--- src/rtl/udbn_pkg.sv ---
// Shared constants and types for the upload deadline byte need block.
// Used by udbn_div and upload_deadline_byte_need; depends on nothing.
package udbn_pkg;

   localparam int SIZE_W  = 24;
   localparam int MS_W    = 32;
   localparam int WIN_W   = 17;
   localparam int PROD_W  = 41;
   localparam int DIVX_W  = 38;
   localparam int QUOT_W  = 26;
   localparam int RECIP_SHIFT = 38;
   localparam int SPLIT_W = 19;
   localparam int PP_W    = SPLIT_W + QUOT_W;

   localparam int REQ_DATA_W = 144;
   localparam int RSP_DATA_W = 32;

   localparam logic [WIN_W-1:0] DEADLINE_FAST_MS = WIN_W'(45000);
   localparam logic [WIN_W-1:0] DEADLINE_SLOW_MS = WIN_W'(90000);
   localparam logic [MS_W-1:0]  KEEPALIVE_GAP_MS = MS_W'(20000);

   // both deadlines are 5625 times a power of two
   localparam logic [12:0] DIV_BASE = 13'd5625;
   localparam logic [QUOT_W-1:0] RECIP =
      QUOT_W'((64'd1 << RECIP_SHIFT) / 64'd5625);

   typedef struct packed {
      logic              valid;
      logic              active;
      logic              acc;
      logic              past;
      logic              idle_gt;
      logic              on_pace;
      logic [SIZE_W-1:0] left;
   } side_type;

endpackage

--- src/rtl/upload_deadline_byte_need.sv ---
// Top level of the upload deadline byte need block.
// Depends on udbn_pkg and udbn_div.
//
// One request transfer carries a snapshot of a connection's send state; one
// response transfer returns the least number of bytes to send now so that
// the pending standard packet meets its deadline (45000 ms accelerated,
// 90000 ms otherwise), plus the accelerate flag to store back.
// Channels: req_* stream in, rsp_* stream out, no side fields.
// Throughput: one transfer per cycle unless the output stalls; the pipeline has seven
// register stages (decode, deadline product, pace compare with reciprocal
// partial products, quotient estimate, back product, correction, result).
// The divide by the deadline is a reciprocal multiply with one correction.
// Stall: when rsp_tready is low with a response waiting, the whole
// pipeline holds and req_tready drops in the same cycle; nothing is lost
// or repeated.
// Reset: clears every stage valid bit; no clearing pass, ready at once.
module upload_deadline_byte_need (
   input  logic                               clock,
   input  logic                               reset,
   input  logic                               req_tvalid,
   output logic                               req_tready,
   // connected, standard_in_progress, standard_queue_nonempty,
   // control_queue_nonempty, accelerate_in, bytes_left_current[24],
   // size_current[24], size_next_queued[24], ms_since_finished[32],
   // ms_since_send_call[32], zero fill
   input  logic [udbn_pkg::REQ_DATA_W-1:0]    req_tdata,
   output logic                               rsp_tvalid,
   input  logic                               rsp_tready,
   // needed_bytes[24], accelerate_out, zero fill
   output logic [udbn_pkg::RSP_DATA_W-1:0]    rsp_tdata
);

   logic advance;

   logic                           connected, busy, stdq, ctlq, acc_req;
   logic [udbn_pkg::SIZE_W-1:0]    left_cur, size_cur, size_next;
   logic [udbn_pkg::MS_W-1:0]      elapsed, idle;
   logic [udbn_pkg::WIN_W-1:0]     window;

   logic                           s1_valid_ff, s1_active_ff, s1_acc_ff, s1_fast_ff;
   logic                           s1_past_ff, s1_idle_ff;
   logic                           s1_active_in, s1_acc_in, s1_past_in, s1_idle_in;
   logic [udbn_pkg::SIZE_W-1:0]    s1_left_ff, s1_total_ff, s1_left_in, s1_total_in;
   logic [udbn_pkg::WIN_W-1:0]     s1_remain_ff, s1_remain_in;

   logic                           s2_valid_ff, s2_active_ff, s2_acc_ff, s2_fast_ff;
   logic                           s2_past_ff, s2_idle_ff;
   logic [udbn_pkg::SIZE_W-1:0]    s2_left_ff;
   logic [udbn_pkg::PROD_W-1:0]    s2_prod_ff, s2_wl_ff, s2_prod_in, s2_wl_in;
   logic [udbn_pkg::WIN_W-1:0]     s1_window;

   logic [udbn_pkg::DIVX_W-1:0]    div_x;
   logic [udbn_pkg::QUOT_W-1:0]    allow;

   udbn_pkg::side_type             s3_in, s3_ff, s4_ff, s5_ff, s6_ff;

   logic                           out_valid_ff;
   logic [udbn_pkg::SIZE_W-1:0]    need_ff, need_in;
   logic                           acc_out_ff;

   assign advance    = !out_valid_ff || rsp_tready;
   assign req_tready = advance;

   // stage 1: decode the snapshot
   always_comb begin
      connected = req_tdata[0];
      busy      = req_tdata[1];
      stdq      = req_tdata[2];
      ctlq      = req_tdata[3];
      acc_req   = req_tdata[4];
      left_cur  = req_tdata[28:5];
      size_cur  = req_tdata[52:29];
      size_next = req_tdata[76:53];
      elapsed   = req_tdata[108:77];
      idle      = req_tdata[140:109];

      s1_active_in = connected && (busy || stdq);
      s1_acc_in    = acc_req || (s1_active_in && busy && ctlq);
      window       = s1_acc_in ? udbn_pkg::DEADLINE_FAST_MS : udbn_pkg::DEADLINE_SLOW_MS;
      s1_past_in   = elapsed >= udbn_pkg::MS_W'(window);
      s1_remain_in = window - elapsed[udbn_pkg::WIN_W-1:0];
      s1_idle_in   = idle > udbn_pkg::KEEPALIVE_GAP_MS;
      s1_left_in   = busy ? left_cur : size_next;
      s1_total_in  = busy ? size_cur : size_next;
   end

   // stage 2: allowance product and deadline-scaled remainder
   always_comb begin
      s1_window  = s1_fast_ff ? udbn_pkg::DEADLINE_FAST_MS : udbn_pkg::DEADLINE_SLOW_MS;
      s2_prod_in = udbn_pkg::PROD_W'(s1_remain_ff) * udbn_pkg::PROD_W'(s1_total_ff);
      s2_wl_in   = udbn_pkg::PROD_W'(s1_window) * udbn_pkg::PROD_W'(s1_left_ff);
   end

   // stage 3: pace compare; strip the power of two from the deadline
   always_comb begin
      div_x = s2_fast_ff ? s2_prod_ff[udbn_pkg::PROD_W-1:3]
                         : {1'b0, s2_prod_ff[udbn_pkg::PROD_W-1:4]};
      s3_in.valid   = s2_valid_ff;
      s3_in.active  = s2_active_ff;
      s3_in.acc     = s2_acc_ff;
      s3_in.past    = s2_past_ff;
      s3_in.idle_gt = s2_idle_ff;
      s3_in.on_pace = s2_prod_ff >= s2_wl_ff;
      s3_in.left    = s2_left_ff;
   end

   udbn_div u_div (
      .clock  (clock),
      .enable (advance),
      .x      (div_x),
      .quot   (allow)
   );

   // stage 7: select the result
   always_comb begin
      if (!s6_ff.active) begin
         need_in = '0;
      end else if (s6_ff.past) begin
         need_in = s6_ff.left;
      end else if (s6_ff.on_pace) begin
         need_in = udbn_pkg::SIZE_W'(s6_ff.idle_gt);
      end else if (allow == '0) begin
         need_in = s6_ff.left;
      end else begin
         // allowance is below the remaining size here
         need_in = s6_ff.left - allow[udbn_pkg::SIZE_W-1:0] + udbn_pkg::SIZE_W'(1);
      end
   end

   always_ff @(posedge clock) begin
      if (reset) begin
         s1_valid_ff  <= 1'b0;
         s2_valid_ff  <= 1'b0;
         s3_ff.valid  <= 1'b0;
         s4_ff.valid  <= 1'b0;
         s5_ff.valid  <= 1'b0;
         s6_ff.valid  <= 1'b0;
         out_valid_ff <= 1'b0;
      end else if (advance) begin
         s1_valid_ff  <= req_tvalid;
         s2_valid_ff  <= s1_valid_ff;
         s3_ff.valid  <= s3_in.valid;
         s4_ff.valid  <= s3_ff.valid;
         s5_ff.valid  <= s4_ff.valid;
         s6_ff.valid  <= s5_ff.valid;
         out_valid_ff <= s6_ff.valid;

         s1_active_ff <= s1_active_in;
         s1_acc_ff    <= s1_acc_in;
         s1_fast_ff   <= s1_acc_in;
         s1_past_ff   <= s1_past_in;
         s1_idle_ff   <= s1_idle_in;
         s1_left_ff   <= s1_left_in;
         s1_total_ff  <= s1_total_in;
         s1_remain_ff <= s1_remain_in;

         s2_active_ff <= s1_active_ff;
         s2_acc_ff    <= s1_acc_ff;
         s2_fast_ff   <= s1_fast_ff;
         s2_past_ff   <= s1_past_ff;
         s2_idle_ff   <= s1_idle_ff;
         s2_left_ff   <= s1_left_ff;
         s2_prod_ff   <= s2_prod_in;
         s2_wl_ff     <= s2_wl_in;

         s3_ff.active  <= s3_in.active;
         s3_ff.acc     <= s3_in.acc;
         s3_ff.past    <= s3_in.past;
         s3_ff.idle_gt <= s3_in.idle_gt;
         s3_ff.on_pace <= s3_in.on_pace;
         s3_ff.left    <= s3_in.left;

         s4_ff.active  <= s3_ff.active;
         s4_ff.acc     <= s3_ff.acc;
         s4_ff.past    <= s3_ff.past;
         s4_ff.idle_gt <= s3_ff.idle_gt;
         s4_ff.on_pace <= s3_ff.on_pace;
         s4_ff.left    <= s3_ff.left;

         s5_ff.active  <= s4_ff.active;
         s5_ff.acc     <= s4_ff.acc;
         s5_ff.past    <= s4_ff.past;
         s5_ff.idle_gt <= s4_ff.idle_gt;
         s5_ff.on_pace <= s4_ff.on_pace;
         s5_ff.left    <= s4_ff.left;

         s6_ff.active  <= s5_ff.active;
         s6_ff.acc     <= s5_ff.acc;
         s6_ff.past    <= s5_ff.past;
         s6_ff.idle_gt <= s5_ff.idle_gt;
         s6_ff.on_pace <= s5_ff.on_pace;
         s6_ff.left    <= s5_ff.left;

         need_ff    <= need_in;
         acc_out_ff <= s6_ff.acc;
      end
   end

   assign rsp_tvalid = out_valid_ff;
   assign rsp_tdata  = {7'b0, acc_out_ff, need_ff};

endmodule

--- src/rtl/udbn_div.sv ---
// Four-stage pipelined divide by 5625 using a reciprocal multiply and one correction.
// Depends on udbn_pkg.
module udbn_div (
   input  logic                          clock,
   input  logic                          enable,
   input  logic [udbn_pkg::DIVX_W-1:0]   x,
   output logic [udbn_pkg::QUOT_W-1:0]   quot
);

   logic [udbn_pkg::PP_W-1:0]   pp_lo_ff, pp_hi_ff;
   logic [udbn_pkg::PP_W-1:0]   pp_lo_in, pp_hi_in;
   logic [udbn_pkg::DIVX_W-1:0] xa_ff, xb_ff, xc_ff;
   logic [63:0]                 sum;
   logic [udbn_pkg::QUOT_W-1:0] qb_ff, qb_in, qc_ff, qd_ff, qd_in;
   logic [udbn_pkg::DIVX_W-1:0] prod_ff, prod_in, rem;

   always_comb begin
      pp_lo_in = udbn_pkg::PP_W'(x[udbn_pkg::SPLIT_W-1:0]) *
                 udbn_pkg::PP_W'(udbn_pkg::RECIP);
      pp_hi_in = udbn_pkg::PP_W'(x[udbn_pkg::DIVX_W-1:udbn_pkg::SPLIT_W]) *
                 udbn_pkg::PP_W'(udbn_pkg::RECIP);
      sum      = 64'(pp_lo_ff) + (64'(pp_hi_ff) << udbn_pkg::SPLIT_W);
      qb_in    = sum[63:udbn_pkg::RECIP_SHIFT];
      prod_in  = udbn_pkg::DIVX_W'(qb_ff) * udbn_pkg::DIVX_W'(udbn_pkg::DIV_BASE);
      rem      = xc_ff - prod_ff;
      // estimate is low by at most one
      qd_in    = qc_ff + udbn_pkg::QUOT_W'(rem >= udbn_pkg::DIVX_W'(udbn_pkg::DIV_BASE));
   end

   always_ff @(posedge clock) begin
      if (enable) begin
         pp_lo_ff <= pp_lo_in;
         pp_hi_ff <= pp_hi_in;
         xa_ff    <= x;
         qb_ff    <= qb_in;
         xb_ff    <= xa_ff;
         prod_ff  <= prod_in;
         qc_ff    <= qb_ff;
         xc_ff    <= xb_ff;
         qd_ff    <= qd_in;
      end
   end

   assign quot = qd_ff;

endmodule
--- config.mk ---
export PLATFORM = sky130hd
export DESIGN_NAME = upload_deadline_byte_need
export DESIGN_NICKNAME = d
export VERILOG_FILES = /design/src/rtl/udbn_pkg.sv /design/src/rtl/upload_deadline_byte_need.sv /design/src/rtl/udbn_div.sv
export SDC_FILE = /design/constraint.sdc
export NUM_CORES = 2
export LEC_CHECK = 0
export BUFFER_PORTS_ARGS = -buffer_cell sky130_fd_sc_hd__buf_2
export CAP_MARGIN = 25
export CORE_MARGIN = 5
export CORE_UTILIZATION = 65
export DETAILED_ROUTE_END_ITERATION = 7
export PLACE_DENSITY = 0.94
export SLEW_MARGIN = 10
export SYNTH_ARGS = -nofsm -noshare
export SYNTH_HDL_FRONTEND = slang
export SYNTH_SLANG_ARGS = --single-unit
--- constraint.sdc ---
create_clock -name clock -period 50.8 [get_ports clock]
set_input_delay 12.7 -clock clock [delete_from_list [all_inputs] [get_ports clock]]
set_output_delay 12.7 -clock clock [all_outputs]
set_load 0.1 [all_outputs]
# [Word-level counts from Yosys, hierarchy flattened]
# Cells that the tools add are included.
[op_classes] n_reduce_logical=9 n_addsub=6 n_mul=5 order_cmp=4 n_bitwise=1 n_mux=8
[ops] operator="$mux 24" count=5
[ops] operator="$mul 19x26->45 const B" count=2
[ops] operator="$mul 17x24->41" count=2
[ops] operator="$add 45x64->64" count=1
[ops] operator="$ge 41x41->1" count=1
[ops] operator="$ge 38x13->1 const B" count=1
[ops] operator="$mul 26x13->38 const B" count=1
[ops] operator="$mux 38" count=1
[ops] operator="$sub 38x38->38" count=1
[ops] operator="$mux 17" count=2
[ops] operator="$ge 32x17->1" count=1
[ops] operator="$gt 32x15->1 const B" count=1
[ops] operator="$add 26x1->26" count=1
[ops] operator="$logic_not 26->1" count=1
[ops] operator="$add 24x1->24 const B" count=1
[ops] operator="$sub 24x24->24" count=1
[ops] operator="$sub 17x17->17" count=1
[ops] operator="$logic_and 1x1->1" count=3
[ops] operator="$logic_or 1x1->1" count=3
[ops] operator="$reduce_and 2->1" count=1
[ops] operator="$logic_not 1->1" count=1
[ops] operator="$not 1->1" count=1
[word_totals] regBits=647 wordCells=89

# [Depth between registers and ports, before layout]
[depth] word_depth=7 depth_mapped=29 mapped_depth_nobuf=27

# [By module]
# Synthesis repeated with hierarchy kept, for this count alone.
[unflattened] hier_cells=7030 area_unflattened_um2=74387.6
[modules_own_cells] module="udbn_div" seq_area_each_um2=8918.6 instances=1 area_per_inst_um2=37577.3 cells_per_inst=3403
[modules_own_cells] module="upload_deadline_byte_need" seq_area_each_um2=9569.2 instances=1 area_per_inst_um2=36810.3 cells_per_inst=3627

# [Worst setup path after synthesis]
# No wires, ideal clock.
[synth_path] kind="input port to output port" start="input rsp_tready" end="output req_tready" t_arrival_ns=19.268 path_slack_ns=18.832 required_time_ns=38.100 path_buffers=1 path_stages=3 cell_sequence="nor2b_1 > clkbuf_1 > inv_1"
[synth_between] elab_chain_cells=1
[synth_rtl] item="from (decl)" line_no="upload_deadline_byte_need.sv:28" rtl="input logic rsp_tready,"
[synth_rtl] item="$logic_or 1x1->1" line_no="upload_deadline_byte_need.sv:61" rtl="assign advance = !out_valid_ff || rsp_tready;"
[synth_rtl] item="to (decl)" line_no="upload_deadline_byte_need.sv:21" rtl="output logic req_tready,"
# Every way passes these cells.

# [Worst setup path after layout]
# Same ends and word-level chain as after synthesis.

==> qor.yml <==
drt:
  drt-initial-drc-count: 4476
  ant_nets: 0
  avgRoutedWirePerCell_um: 21.2
  wl_met3_um: 18000
  highest_layer: "met5"
  met2_wirelength_um: 89300
  drc_errors: 0
  first_pass_iters: 6
  vias_per_cell: 5.84
  drt-total-wl_um: 182000
  vias: 50271
  met1Wirelength_um: 63700
sta:
  setup_viol: 0
  fin_tns_setup_ns: 0
  worst_pin_slew_ns: 1.08
  rsz0062_at_grt: "no"
  finalMaxSlewViolations: 0
  clock.fmax_mhz: 36.6
  hold_viol: 0
  final.period_utilization_pct: 53.8
  finClkSkew_ns: 0.0332
  fin_crit_ns: 27.34
  timing.slew.headroom_pct: 28.1
clock_tree:
  cts_resized: 0
  clk_transition_reported_paths_ns: 0.06
  htree_levels: 2
  cts.sinks: 618
  cts_inserted_buffers: 61
  clockRootBuffer: "clkbuf_16"
  cts_hold_buf: 0
  clockBufferDepth: 3
  clkLatencyLatePin_ns: 0.67
  tritoncts: "done"
  postCtsSetupBuffers: 0
place:
  gp_congestion: 0.988
  place_hpwl_um: 145000
  portBuffers: 171
  placed_cell_area_mm2: 0.0759
worst_setup_path:
  crit_chain: "buf_2 -> nor2b_1 -> inv_8 -> buf_2"
  slowest_delay_ns: 0.78
  arrival_ns: 14.64
  cpMostUsedCell: "buf_2"
  crit_path_top_delay_cell: "nor2b_1"
  cp_num_cells: 4
  crit_buf_inv: 3
  worst_r2r_path_depth: 24
  startpoint_type: "primary input"
  cp-end-kind: "output pin"
  regToRegSetupSlack_ns: 41.79
  crit_required_ns: 38.10
  crit_family: "buffers and inverters"
  crit_type: "in -> out"
  critical_path_peak_fanout: 108
floorplanning:
  die_h_um: 346
  io_pins: 182
  placeableCoreArea_mm2: 0.112
  dieArea_mm2: 0.120
  start_util_pct: 65.3
  rows: 123
  die_width_um: 346
global_route:
  track_usage_pct: 30.6
  grt_pass1_wl_um: 290000
  grt_max_degree: 198
  antenna_found_initial: 8
  grt_pass1_vias: 55635
  grt_overflow: 0
synth:
  synth_top_cell_by_area: "fa_1"
  yosysUniqueCellTypes: 83
  ys_seq_area_share_pct: 25.2
  yosysTopAreaCellShare_pct: 30.3
  ys.flop_type: "edfxtp_1"
  synth_edf_count: 611
  synthesis.area_mm2: 0.0734
  synth_area_leaders: "fa_1, edfxtp_1, ha_1"
  yosysWarnings: 0
  syn_inst: 6899
  synthArstFlopShare_pct: 0
  ys_ff_latch: 618
  syn_area_per_cell_um2: 10.6
final_layout:
  syn_to_final_growth_pct: 6.13
  final_cell_area_mm2: 0.0779
  nNetsFinal: 9268
  final_common_cell: "inv_1"
  layout_common_cells: "inv_1, fa_1, ha_1, edfxtp_1, nand2_1"
  drive_above_1_share_pct: 4.56
job:
  cap_violations: 0
outcome:
  status: "completed"
worst_hold_path:
  worst_hold_path.num_cells: 0
  hp-class: "reg -> reg"
-- Yosys cell counts (89+ instances only) --
library cell     n
clkbuf_1       110
ha_1           953
o21ai_0         89
xnor2_1        192
nor2_1         152
fa_1          1110
inv_1         1867
a21oi_1        213
a21o_1          99
and2_1         192
nand2_1        522
edfxtp_1       611
-- kinds of logic after synthesis --
logic type | count (synthesis) | share of synthesized area [%]
fa+ha+maj | 2063 | 46.5
flops | 618 | 25.2
other cells | 2 | 0.0102
buf+inv | 1991 | 10.2
simple gates | 1222 | 8.03
compound gates | 688 | 6.16
xor+xnor | 272 | 3.25
mux | 43 | 0.602
-- routing by layer --
layer / up-vias / global-route usage [%]
met5: - / 0
met4: 4 / 14.8
met3: 868 / 6.88
met2: 2970 / 52.8
met1: 24474 / 36.6
li1: 21955 / -
-- final cells by class --
type | count | area, um2
fill | 7138 | 34500
multi-input combinational | 4321 | 47500
clock inverter | 39 | 398
tap | 1500 | 1880
timing repair buffer | 187 | 1010
inverter | 1868 | 7020
clock buffer | 71 | 1560
sequential | 618 | 18500
antenna | 5 | 12.5
-- stage by stage --
step | worst slack [ns] | util, % | cells | hold WS (ns)
after floorplan | 18.83 | - | 6930 | 0.400
after global placement | 23.63 | 67.5 | 8493 | 0.401
after detailed placement | 23.47 | 67.5 | 8493 | 0.405
after CTS | 23.47 | 69.3 | 8603 | 0.416
after global routing | 23.41 | 69.3 | 8605 | 0.422
final | 23.46 | 69.3 | 8609 | 0.414
-- registers in the layout, summed over array words and instances (netlist names), 30 cells and up --
register,cells
u_div.pp_hi_ff,44
u_div.xc_ff,38
u_div.prod_ff,38
s2_wl_ff,38
s5_ff,30
u_div.xa_ff,38
s2_prod_ff,38
s3_ff,30
s4_ff,30
u_div.xb_ff,38
s6_ff,30
-- path summary, 6_finish.rpt --
path,end,from
hold reg to reg,s4_ff[25],s3_ff[25]
setup / recovery,req_tready,rsp_tready
setup reg to reg,u_div.pp_lo_ff[44],s2_fast_ff
hold / removal,s4_ff[25],s3_ff[25]
Power is left out: the tool's default activity adds up to more than one toggle a clock period on the data nets, which glitch-free logic cannot reach.
